## src/rtl/core/llc_fhc_pkg.sv

```systemverilog
`default_nettype none

package llc_fhc_pkg;

    localparam logic [15:0] FCS_BYTES       = 16'd3;
    localparam logic [15:0] UI_SPAN_CAP     = 16'd7;
    localparam logic [5:0]  I_HDR_BYTES     = 6'd4;
    localparam logic [5:0]  UI_HDR_BYTES    = 6'd3;

    localparam logic [2:0] ST_OK    = 3'd0;
    localparam logic [2:0] ST_SHORT = 3'd1;
    localparam logic [2:0] ST_PD    = 3'd2;
    localparam logic [2:0] ST_SAPI  = 3'd3;
    localparam logic [2:0] ST_UCMD  = 3'd4;

    localparam logic [1:0] FMT_I  = 2'd0;
    localparam logic [1:0] FMT_S  = 2'd1;
    localparam logic [1:0] FMT_UI = 2'd2;
    localparam logic [1:0] FMT_U  = 2'd3;

    localparam logic [3:0] CMD_NULL = 4'd0;
    localparam logic [3:0] CMD_RR   = 4'd1;
    localparam logic [3:0] CMD_DM   = 4'd5;
    localparam logic [3:0] CMD_DISC = 4'd6;
    localparam logic [3:0] CMD_UA   = 4'd7;
    localparam logic [3:0] CMD_SABM = 4'd8;
    localparam logic [3:0] CMD_FRMR = 4'd9;
    localparam logic [3:0] CMD_XID  = 4'd10;

    localparam logic [3:0] UC_NULL = 4'h0;
    localparam logic [3:0] UC_DM   = 4'h1;
    localparam logic [3:0] UC_DISC = 4'h4;
    localparam logic [3:0] UC_UA   = 4'h6;
    localparam logic [3:0] UC_SABM = 4'h7;
    localparam logic [3:0] UC_FRMR = 4'h8;
    localparam logic [3:0] UC_XID  = 4'hb;

    localparam logic [1:0] SUP_SACK = 2'd3;

    typedef struct packed {
        logic [7:0]  address_byte;
        logic [7:0]  control_byte0;
        logic [7:0]  control_byte1;
        logic [7:0]  control_byte2;
        logic [7:0]  control_byte3;
        logic [15:0] frame_length;
    } hdr_word_t;

    typedef struct packed {
        logic [2:0]  status;
        logic [3:0]  sapi;
        logic        is_command;
        logic        ack_request;
        logic        encrypted;
        logic [1:0]  frame_format;
        logic [3:0]  command_code;
        logic [8:0]  send_sequence;
        logic [8:0]  receive_sequence;
        logic        has_data;
        logic [5:0]  data_offset;
        logic [15:0] fcs_span;
    } res_word_t;

endpackage

`default_nettype wire

```

## src/rtl/core/llc_fhc_hdr_if.sv

```systemverilog
`default_nettype none

interface llc_fhc_hdr_if;
    logic                  valid;
    logic                  ready;
    llc_fhc_pkg::hdr_word_t data;

    modport source (output valid, output data, input ready);
    modport sink   (input valid, input data, output ready);
endinterface

`default_nettype wire

```

## src/rtl/core/llc_fhc_res_if.sv

```systemverilog
`default_nettype none

interface llc_fhc_res_if;
    logic                  valid;
    logic                  ready;
    llc_fhc_pkg::res_word_t data;

    modport source (output valid, output data, input ready);
    modport sink   (input valid, input data, output ready);
endinterface

`default_nettype wire

```

## src/rtl/core/llc_fhc_decode.sv

```systemverilog
`default_nettype none

module llc_fhc_decode (
    input  llc_fhc_pkg::hdr_word_t hdr,
    output llc_fhc_pkg::res_word_t res
);

    logic [7:0]  addr;
    logic [7:0]  c0;
    logic [7:0]  c1;
    logic [7:0]  c2;
    logic [7:0]  c3;
    logic        sapi_rsvd;
    logic [15:0] span;

    assign addr = hdr.address_byte;
    assign c0   = hdr.control_byte0;
    assign c1   = hdr.control_byte1;
    assign c2   = hdr.control_byte2;
    assign c3   = hdr.control_byte3;
    assign span = hdr.frame_length - llc_fhc_pkg::FCS_BYTES;

    always_comb
    begin
        case (addr[3:0]) inside
            4'h0, 4'h4, 4'h6, 4'ha, 4'hc, 4'hd, 4'hf: sapi_rsvd = 1'b1;
            default:                                  sapi_rsvd = 1'b0;
        endcase
    end

    always_comb
    begin
        res = '0;
        if (hdr.frame_length <= llc_fhc_pkg::FCS_BYTES)
        begin
            res.status = llc_fhc_pkg::ST_SHORT;
        end
        else if (addr[7])
        begin
            res.status = llc_fhc_pkg::ST_PD;
        end
        else if (sapi_rsvd)
        begin
            res.status = llc_fhc_pkg::ST_SAPI;
        end
        else
        begin
            res.status     = llc_fhc_pkg::ST_OK;
            res.sapi       = addr[3:0];
            res.is_command = ~addr[6];
            res.fcs_span   = span;
            if (!c0[7])
            begin
                res.frame_format     = llc_fhc_pkg::FMT_I;
                res.has_data         = 1'b1;
                res.ack_request      = c0[6];
                res.send_sequence    = {c0[4:0], c1[7:4]};
                res.receive_sequence = {c1[2:0], c2[7:2]};
                res.command_code     = llc_fhc_pkg::CMD_RR + {2'b00, c2[1:0]};
                if (c2[1:0] == llc_fhc_pkg::SUP_SACK)
                begin
                    res.data_offset = llc_fhc_pkg::I_HDR_BYTES + 6'd1 + {1'b0, c3[4:0]};
                end
                else
                begin
                    res.data_offset = llc_fhc_pkg::I_HDR_BYTES;
                end
            end
            else if (!c0[6])
            begin
                res.frame_format     = llc_fhc_pkg::FMT_S;
                res.ack_request      = c0[5];
                res.receive_sequence = {c0[2:0], c1[7:2]};
                res.command_code     = llc_fhc_pkg::CMD_RR + {2'b00, c1[1:0]};
            end
            else if (!c0[5])
            begin
                res.frame_format  = llc_fhc_pkg::FMT_UI;
                res.has_data      = 1'b1;
                res.data_offset   = llc_fhc_pkg::UI_HDR_BYTES;
                res.send_sequence = {c0[2:0], c1[7:2]};
                res.encrypted     = c1[1];
                if (!c1[0] && span > llc_fhc_pkg::UI_SPAN_CAP)
                begin
                    res.fcs_span = llc_fhc_pkg::UI_SPAN_CAP;
                end
            end
            else
            begin
                res.frame_format = llc_fhc_pkg::FMT_U;
                unique case (c0[3:0])
                    llc_fhc_pkg::UC_NULL: res.command_code = llc_fhc_pkg::CMD_NULL;
                    llc_fhc_pkg::UC_DM:   res.command_code = llc_fhc_pkg::CMD_DM;
                    llc_fhc_pkg::UC_DISC: res.command_code = llc_fhc_pkg::CMD_DISC;
                    llc_fhc_pkg::UC_UA:   res.command_code = llc_fhc_pkg::CMD_UA;
                    llc_fhc_pkg::UC_SABM: res.command_code = llc_fhc_pkg::CMD_SABM;
                    llc_fhc_pkg::UC_FRMR: res.command_code = llc_fhc_pkg::CMD_FRMR;
                    llc_fhc_pkg::UC_XID:  res.command_code = llc_fhc_pkg::CMD_XID;
                    default:              res.status       = llc_fhc_pkg::ST_UCMD;
                endcase
            end
            if (res.status != llc_fhc_pkg::ST_OK)
            begin
                res        = '0;
                res.status = llc_fhc_pkg::ST_UCMD;
            end
        end
    end

endmodule

`default_nettype wire

```

## src/rtl/core/llc_frame_header_classifier_core.sv

```systemverilog
// LLC frame header classifier.
// hdr: one word per received frame: address byte, four control bytes and
//      total frame length (FCS included). Taken when valid and ready are high.
// res: one word per header: status, SAPI, C/R, format, command code,
//      N(S)/N(R), information field offset and FCS span.
// Pipeline: header register, decode logic, result register.
// A taken word is held in the header register, decoded there, and loaded into
// the result register as soon as that register is empty or being read.
// Throughput: one word per cycle while res.ready is high; then both stages advance together.
// Reset (rst_n low, async) empties both stages; res.valid drops at once.
// When res.ready is low the result is held; the header stage fills up and
// then hdr.ready drops, so nothing is lost. hdr.ready follows res.ready
// combinationally through the two stage-free terms.
`default_nettype none

module llc_frame_header_classifier_core (
    input  wire            clk,
    input  wire            rst_n,
    llc_fhc_hdr_if.sink    hdr,
    llc_fhc_res_if.source  res
);

    logic                   s1_valid_reg;
    logic                   s1_valid_next;
    llc_fhc_pkg::hdr_word_t s1_data_reg;
    logic                   s2_valid_reg;
    logic                   s2_valid_next;
    llc_fhc_pkg::res_word_t s2_data_reg;
    llc_fhc_pkg::res_word_t dec_res;
    logic                   s2_ready;
    logic                   s1_ready;
    logic                   s1_load;
    logic                   s2_load;

    assign s2_ready = ~s2_valid_reg | res.ready;
    assign s1_ready = ~s1_valid_reg | s2_ready;
    assign s1_load  = hdr.valid & s1_ready;
    assign s2_load  = s1_valid_reg & s2_ready;

    assign s1_valid_next = s1_load | (s1_valid_reg & ~s2_ready);
    assign s2_valid_next = s2_load | (s2_valid_reg & ~res.ready);

    llc_fhc_decode u_decode (
        .hdr (s1_data_reg),
        .res (dec_res)
    );

    always_ff @(posedge clk or negedge rst_n)
    begin
        if (!rst_n)
        begin
            s1_valid_reg <= 1'b0;
            s2_valid_reg <= 1'b0;
        end
        else
        begin
            s1_valid_reg <= s1_valid_next;
            s2_valid_reg <= s2_valid_next;
        end
    end

    always_ff @(posedge clk)
    begin
        if (s1_load)
        begin
            s1_data_reg <= hdr.data;
        end
        if (s2_load)
        begin
            s2_data_reg <= dec_res;
        end
    end

    assign hdr.ready = s1_ready;
    assign res.valid = s2_valid_reg;
    assign res.data  = s2_data_reg;

    a_s2_fill: assert property (@(posedge clk) disable iff (!rst_n)
        s1_valid_reg && s2_ready |=> res.valid)
        else $error("decoded word not registered");

    a_err_clean: assert property (@(posedge clk) disable iff (!rst_n)
        res.valid && res.data.status != llc_fhc_pkg::ST_OK |->
            res.data.sapi == 4'd0 && res.data.fcs_span == 16'd0 &&
            res.data.command_code == 4'd0 && !res.data.has_data)
        else $error("error word carries fields");

    a_data_fmt: assert property (@(posedge clk) disable iff (!rst_n)
        res.valid && res.data.has_data |->
            res.data.frame_format == llc_fhc_pkg::FMT_I ||
            res.data.frame_format == llc_fhc_pkg::FMT_UI)
        else $error("data flag on S or U frame");

endmodule

`default_nettype wire

```

## src/flat_wrapper.sv

```systemverilog
// flat-port wrapper written by rule: the top's interface ports become plain ports
module llc_frame_header_classifier_core_flat 
  (clk, rst_n, hdr_valid, hdr_data, hdr_ready, res_valid, res_data, res_ready);
  llc_fhc_hdr_if hdr_i ();
  llc_fhc_res_if res_i ();
  input  wire clk;
  input  wire rst_n;
  input wire logic [$bits(hdr_i.valid)-1:0] hdr_valid;
  input wire logic [$bits(hdr_i.data)-1:0] hdr_data;
  output wire logic [$bits(hdr_i.ready)-1:0] hdr_ready;
  output wire logic [$bits(res_i.valid)-1:0] res_valid;
  output wire logic [$bits(res_i.data)-1:0] res_data;
  input wire logic [$bits(res_i.ready)-1:0] res_ready;
  assign hdr_i.valid = hdr_valid;
  assign hdr_i.data = hdr_data;
  assign hdr_ready = hdr_i.ready;
  assign res_valid = res_i.valid;
  assign res_data = res_i.data;
  assign res_i.ready = res_ready;
  llc_frame_header_classifier_core u_core (.clk(clk), .rst_n(rst_n), .hdr(hdr_i), .res(res_i));
endmodule
```

## config.mk

```make
export PLATFORM = sky130hd
export DESIGN_NAME = llc_frame_header_classifier_core_flat
export DESIGN_NICKNAME = d
export VERILOG_FILES = /design/src/rtl/core/llc_fhc_pkg.sv /design/src/rtl/core/llc_fhc_hdr_if.sv /design/src/rtl/core/llc_fhc_res_if.sv /design/src/rtl/core/llc_fhc_decode.sv /design/src/rtl/core/llc_frame_header_classifier_core.sv /design/src/flat_wrapper.sv
export SDC_FILE = /design/constraint.sdc
export NUM_CORES = 1
export LEC_CHECK = 0
export BUFFER_PORTS_ARGS = -buffer_cell sky130_fd_sc_hd__buf_2
export CELL_PAD_IN_SITES_DETAIL_PLACEMENT = 0
export CELL_PAD_IN_SITES_GLOBAL_PLACEMENT = 2
export CORE_MARGIN = 2
export CORE_UTILIZATION = 33
export CTS_BUF_LIST = sky130_fd_sc_hd__clkbuf_8
export DETAILED_ROUTE_END_ITERATION = 12
export PLACE_DENSITY = 0.74
export SLEW_MARGIN = 20
export SYNTH_ARGS = -nofsm -noshare
export SYNTH_HDL_FRONTEND = slang
export SYNTH_SLANG_ARGS = --single-unit
```

## constraint.sdc

```tcl
create_clock -name clk -period 2.2 [get_ports clk]
set_input_delay 0.44 -clock clk [delete_from_list [all_inputs] [get_ports clk]]
set_output_delay 0.44 -clock clk [all_outputs]
set_load 0.1 [all_outputs]
```

==> summary.txt, run 1 <==
Yosys
  – Asr flop ratio synth: 0.0182
  – Yosys top cell area share: 0.674
  – Seq/Total Area, Yosys: 0.684
  – Main synth FF type: edfxtp_1
  – Cell variety after synth: 55
  – Post-synthesis instance total: 348
  – Synthesis Warnings: 0
  – Dominant cell type by area after synthesis: edfxtp_1
  – Syn Nets: a little over 400
  – Number of synthesized register bits: 110
  – Top cells by area, synth: edfxtp_1, nor2_1, a22oi_1
  – Synth top cells by count: edfxtp_1, nor2_1, nand2_1
  – Cell with the most instances after synthesis: edfxtp_1
  – Synthesized area per cell: 13.8 sq um
  – EDFF count, synth: roughly 110
  – Post-synthesis cell area: ~0.0048 sq mm

Placement
  – HPWL Detailed: 8020 um
  – Port buffer count: roughly 110
  – Placer Congestion: roughly 0.84
  – Placed cell area: slightly below 0.006 sq mm

Status
  – Status: finished, violations left
  – Failing checks: setup timing

Cells and area
  – Nets: ~560
  – Area Growth Syn to Fin: 30.0%
  – Final core occ: 0.436
  – Fraction of layout cells with a size suffix above 1: 0.402
  – Max reg flops: between 50 and 60
  – Ant diodes: 0
  – Post-route cell area: 0.00626 sq mm
  – Fillers: 1371

Floorplanning
  – Io pins: 119
  – Die width: 125 um
  – Row count: 44
  – Initial core utilization: 0.335
  – Die area: around 0.016 sq mm
  – Die Y: 125 um
  – Core Box Area: around 0.014 sq mm

Setup path
  – Largest stage delay, worst path: approximately 0.43 ns
  – Crit path DAT: 2.49 ns
  – Crit Path Max Fanout: 6
  – Worst-path cell chain: ha_2, or3b_1, a221oi_2, o2111ai_1, o41a_4, nor3_2
  – Crit path kind: flop to flop
  – CP max stage cell: o41a_4
  – Crit path launch type: flop
  – Crit. End Element: flop
  – CP Data Required Time: approximately 2.4 ns

Clock network
  – Max clock buf depth: 2
  – Clock Sinks: 110
  – Worst-skew pair later-pin latency: ~0.38 ns
  – Clock root buffer: clkbuf_8
  – CTS tree: done
  – Htree depth: 3
  – CTS clk-pin slew, worst paths: 0.11 ns
  – Num CTS Buffers: 9

Routing
  – Final WL: about 11000 um
  – Number of iterations in the first detailed-routing pass: 4
  – DRC: 0
  – Vias per cell: a little under 5
  – DR vias: ~3.4k
  – Starting DRT DRC Count: 183
  – Routed Antenna Nets: 0
  – Routed WL per cell: ~17 um

Power and ir drop
  – Worst IR drop on VDD: 0.311 mV
  – Total power: approximately 5.1 mW
  – Pleak: approximately 2.4 nW
  – Pwr Density: a little over 800 mW/mm^2

GRT
  – Vias in the first global route: roughly 3.2k
  – Pin count of the biggest net entering global routing: 39
  – First-pass GRT wire length: ~17000 um
  – Initial antenna violation count: 1
  – Grt ovf: 0
  – Total track usage: 0.140

Run
  – Max_cap viols: 0

Timing
  – Hold Fails Final Rpt: 0
  – # setup viols final: 6
  – Worst-Margin Slew: around 0.94 ns
  – Clock skew: ~0.016 ns
  – Max_slew headroom: 0.372
  – Slew Viols, Final: 0
  – Fmax: approximately 0.44 GHz
  – Final worst path period need: 2.26 ns
  – Setup ws final: -0.0559 ns
  – Unrepaired setup endpoints after global routing: true
  – Period utilization: 1.03

Worst hold path
  – Hold Crit Class: primary input to flop
critical path: cells and delay by family (launching register included):
family                     cells  cell delay, ns
AOI/OAI and AO/OA              3            0.93
adders and majority gates      1            0.22
DFF                            1            0.42
and+or+nand+nor                2            0.54
routing by layer:
layer | vias up | GRT usage | share of wire
li1 | 1629 | - | -
met1 | 1627 | 0.194 | 0.46
met2 | 95 | 0.203 | 0.46
met3 | 15 | 0.0387 | 0.058
met4 | 0 | 0.0687 | 0.020
met5 | - | 0 | 0
through the flow:
step | worst slack [ns] | hold WS [ns] | TNS, ns | std cells
final | -0.0559 | 0.220 | -0.143 | 687
after floorplan | -0.282 | 0.144 | -14.51 | 348
after detailed placement | -0.0417 | 0.234 | -0.0776 | 665
after CTS | -0.0369 | 0.194 | -0.0714 | 682
after global placement | -0.0196 | 0.226 | -0.0279 | 665
after global routing | -0.150 | 0.189 | -1.39 | 687
cells in the final DEF, fill, tap and decap left out, drive strengths merged, types with 3 or more instances in the layout:
cell	count
nor2	46
o2111ai	4
xor2	11
ha	5
or3	3
o22ai	3
a31oi	6
and2	4
inv	10
nand2b	9
o21ai	6
buf	153
nor3	16
nand2	17
a221oi	3
edfxtp	108
xnor2	4
nor3b	5
a21oi	11
nand3	8
nor2b	3
a22oi	15
a211oi	5
nor4	6
clkbuf	13
report_power, final:
| part | switching [mW] | internal (mW) | total (mW) |
|---|---|---|---|
| sequential | 0.0751 | 2.49 | 2.56 |
| clock | 0.681 | 0.591 | 1.27 |
| combinational | 0.950 | 0.272 | 1.22 |
| total | 1.71 | 3.35 | 5.05 |
cell type report:
cell class	instances	area (sq um)	area share
Inverter	8	30.0	0.00480
Tap cell	184	230	0.0368
Clock inverter	5	58.8	0.00939
Multi-Input combinational cell	213	1530	0.244
Timing Repair Buffer	156	962	0.154
Sequential cell	110	3300	0.527
Clock buffer	11	151	0.0242
final timing paths:
kind                                                  from                           endpoint  slack, ns  cells past startpoint
hold reg to reg              u_core.s1_valid_reg$_DFF_PN0_         u_core.res.valid$_DFF_PN0_       0.50                      1
max in group asynchronous                            rst_n         u_core.res.valid$_DFF_PN0_       1.73                      2
hold / removal                                hdr_data[33]   u_core.s1_data_reg[33]$_DFFE_PP_       0.22                      1
setup / recovery           u_core.s1_data_reg[1]$_DFFE_PP_  u_core.res.data[12]$_SDFFCE_PP0P_      -0.06                      6
min in group asynchronous                            rst_n         u_core.res.valid$_DFF_PN0_       0.35                      2
setup reg to reg           u_core.s1_data_reg[1]$_DFFE_PP_  u_core.res.data[12]$_SDFFCE_PP0P_      -0.06                      6
cells by family (layout without fill, tap and decap cells):
logic type	Yosys count	after routing	share of synthesized area
flip-flops	110	110	0.684
multiplexers	2	2	0.00442
AO/OA/AOI/OAI	61	62	0.0980
AND/OR/NAND/NOR	129	129	0.148
buffers and inverters	26	180	0.0252
XOR/XNOR	15	15	0.0273
adder cells (fa/ha/maj)	5	5	0.0130
repair_timing:
item / in CTS / in global routing
hold endpoints to repair: 2 / 0
pin swaps: 3 / 6
setup buffers: 0 / 1
resized for setup: 2 / 13
gates cloned: 0 / 4
hold buffers: 1 / 0
setup endpoints to repair: 5 / 46
Note: power is estimated with default switching activity, not from simulation.
==> inputs of run 2 (changes only) <==
- CORE_ASPECT_RATIO: unset -> 1.1
- CORE_UTILIZATION: 33 -> 32
- CTS_BUF_LIST: sky130_fd_sc_hd__clkbuf_8 -> sky130_fd_sc_hd__clkbuf_16
- PLACE_DENSITY: 0.74 -> 0.72
- SETUP_SLACK_MARGIN: unset -> 0.05
==> run 2 against run 1 <==
  * The run still ends with setup timing left
  * Clock skew is 0.0067 ns lower
  * Critical path depth is 1 lower
  * Non-clock buffer count is 11 higher
  * First-iteration DRC count is 8.2% lower
  * Utilization is 1.9 points higher
  * Clock power is 32% higher
==> summary.txt, run 2 (same netlist as run 1, synthesis figures left out) <==
Timing
  – Setup TNS Final: -0.181 ns (-0.0385 ns)
  – Unrepaired setup endpoints after global routing: true
  – Setup ws final: -0.0309 ns (+0.0251 ns)
  – Final worst path period need: 2.23 ns (-0.0251 ns)
  – Final Hold Slack: 0.249 ns (+0.0287 ns)
  – Period utilization: 1.01 (-0.0114)
  – # setup viols final: 9 (+3)
  – Hold Fails Final Rpt: 0 (unchanged)
  – Fmax: 0.448 GHz (+1.1%)
  – Max_slew headroom: 0.567 (+0.195)
  – Worst-Margin Slew: 0.649 ns (-0.290 ns)
  – Clock skew: 0.00954 ns (-0.00671 ns)
  – Slew Viols, Final: 0 (unchanged)

Power and ir drop
  – Pint: 3.70 mW (+11%)
  – Gate power share: 0.238 (-0.004)
  – Worst IR drop on VDD: 0.484 mV (+56%)
  – Sw frac: 0.334 (-0.00323)
  – Clock share of power: 0.302 (+0.050)
  – P_sw: 1.86 mW (+9.0%)
  – Pwr Density: 823 mW/mm^2 (+1.9%)
  – Total power: 5.56 mW (+10%)
  – Pleak: 2.54 nW (+5.8%)
  – Seq pwr share: 0.460 (-0.047)

Floorplanning
  – Die Y: 133 um (+6.3%)
  – Row count: 47 (+6.8%)
  – Die width: 121 um (-3.1%)
  – Die area: 0.0160 sq mm (+3.0%)
  – Io pins: 119 (unchanged)
  – Initial core utilization: 0.324 (-0.0115)
  – Core Box Area: 0.0149 sq mm (+3.5%)

Clock network
  – Clock root buffer: clkbuf_16
  – Htree depth: 3 (unchanged)
  – Clock Sinks: 110 (unchanged)
  – CTS tree: done
  – Worst-skew pair later-pin latency: 0.36 ns (-0.02 ns)
  – Max clock buf depth: 2 (unchanged)
  – CTS clk-pin slew, worst paths: 0.08 ns (-0.03 ns)
  – Num CTS Buffers: 9 (unchanged)

Setup path
  – Worst path bufs/invs: 0 (unchanged)
  – CP max stage cell: or4_4
  – Crit. End Element: flop
  – CP delay by family, top: simple AND/OR/NAND/NOR gates
  – Crit path kind: flop to flop
  – Crit Path Max Fanout: 6 (unchanged)
  – Crit path DAT: 2.44 ns (-0.05 ns)
  – Largest stage delay, worst path: 0.61 ns (+0.18 ns)
  – CP Data Required Time: 2.41 ns (-0.02 ns)
  – Crit path launch type: flop
  – Worst-path cell chain: or4_4, nor3_4, xor2_2, o41a_4, nor3_2

Placement
  – Port buffer count: 113 (unchanged)
  – DP Worst Slack: -0.0519 ns (-0.0101 ns)
  – Placed cell area: 0.00589 sq mm (+0.86%)
  – HPWL Detailed: 8220 um (+2.5%)
  – Placed insts: 680 (+2.3%)
  – Placer Congestion: 0.832 (-1.3%)

Cells and area
  – Post-route cell area: 0.00676 sq mm (+8.0%)
  – Max reg flops: 57 (unchanged)
  – Area Growth Syn to Fin: 40.5%
  – Sequential cell area: 0.00330 sq mm (unchanged)
  – Nets: 574 (+2.0%)
  – Leading cell type in the layout, fill and taps excluded: buf_2
  – Non-filler cells, final: 711 (+3.5%)
  – Fillers: 1373 (+0.15%)
  – Fraction of layout cells with a size suffix above 1: 0.502 (+0.100)
  – Area of the multi-input gates: 0.00178 sq mm (+16%)
  – Final core occ: 0.455 (+0.0189)
  – Most frequent cells in the layout: buf_2, edfxtp_1, buf_4

Routing
  – DRC: 0 (unchanged)
  – Vias per cell: 4.79 (-2.2%)
  – Number of iterations in the first detailed-routing pass: 4 (unchanged)
  – Routed WL per cell: 16.6 um (-0.19%)
  – Routed Antenna Nets: 0 (unchanged)
  – Starting DRT DRC Count: 168 (-8.2%)
  – Final WL: 11800 um (+3.3%)
  – DR vias: 3407 (+1.2%)

Run
  – Max_cap viols: 0 (unchanged)

GRT
  – Met3 Track Usage GR: 0.0358 (-0.00288)
  – Vias in the first global route: 3385 (+5.0%)
  – Grt peak-use layer: met2
  – First-pass GRT wire length: 18600 um (+9.9%)
  – Met2 GRT Util: 0.228 (+0.0247)
  – Initial antenna violation count: 1 (unchanged)
  – Grt ovf: 0 (unchanged)
  – Pin count of the biggest net entering global routing: 43 (+10%)
  – Total track usage: 0.153 (+0.0121)
  – Met1 usage in global routing: 0.207 (+0.0130)

Status
  – Failing checks: setup timing
  – Status: finished, violations left

Worst hold path
  – Hold Crit Class: primary input to flop
[run 2: worst paths after layout]
kind                                                 start                                end  slack [ns]  cells after the start
max                        u_core.s1_data_reg[6]$_DFFE_PP_  u_core.res.data[12]$_SDFFCE_PP0P_       -0.03                      5
min in group asynchronous                            rst_n         u_core.res.valid$_DFF_PN0_        0.39                      2
min                                           hdr_data[39]   u_core.s1_data_reg[39]$_DFFE_PP_        0.25                      1
max reg2reg                u_core.s1_data_reg[6]$_DFFE_PP_  u_core.res.data[12]$_SDFFCE_PP0P_       -0.03                      5
max in group asynchronous                            rst_n         u_core.res.valid$_DFF_PN0_        1.70                      2
min reg2reg                  u_core.s1_valid_reg$_DFF_PN0_         u_core.res.valid$_DFF_PN0_        0.50                      1
[run 2: cell type report]
type                       instances  share of cell area
antenna                            1            0.000370
clock buffer                       9              0.0333
clock inverter                     7              0.0120
inverter                           8             0.00444
multi-input combinational        213               0.263
sequential                       110               0.488
tap                              196              0.0363
timing repair buffer             167               0.163
[run 2: repair_timing]
action | CTS | global route
pin swaps | 10 | 38
cloned | 2 | 3
setup endpoints to repair | 38 | 52
hold endpoints to repair | 2 | 0
setup buffers | 2 | 6
hold buffers | 1 | 0
gates resized for setup | 17 | 73
[run 2: routing by layer]
layer	wire, um	vias up
met5	0	-
li1	-	1652
met1	5210	1630
met2	5610	103
met4	346	0
met3	638	22
[run 2: power groups by stage]
stage	Combinational (mW)	Sequential (mW)	Clock [mW]
2_1_floorplan	0.288	3.22	0
3_5_place_dp	1.18	2.61	0
3_3_place_gp	1.18	2.60	0
4_1_cts	1.23	2.56	1.72
6_report	1.32	2.56	1.68
5_1_grt	1.39	2.58	1.81
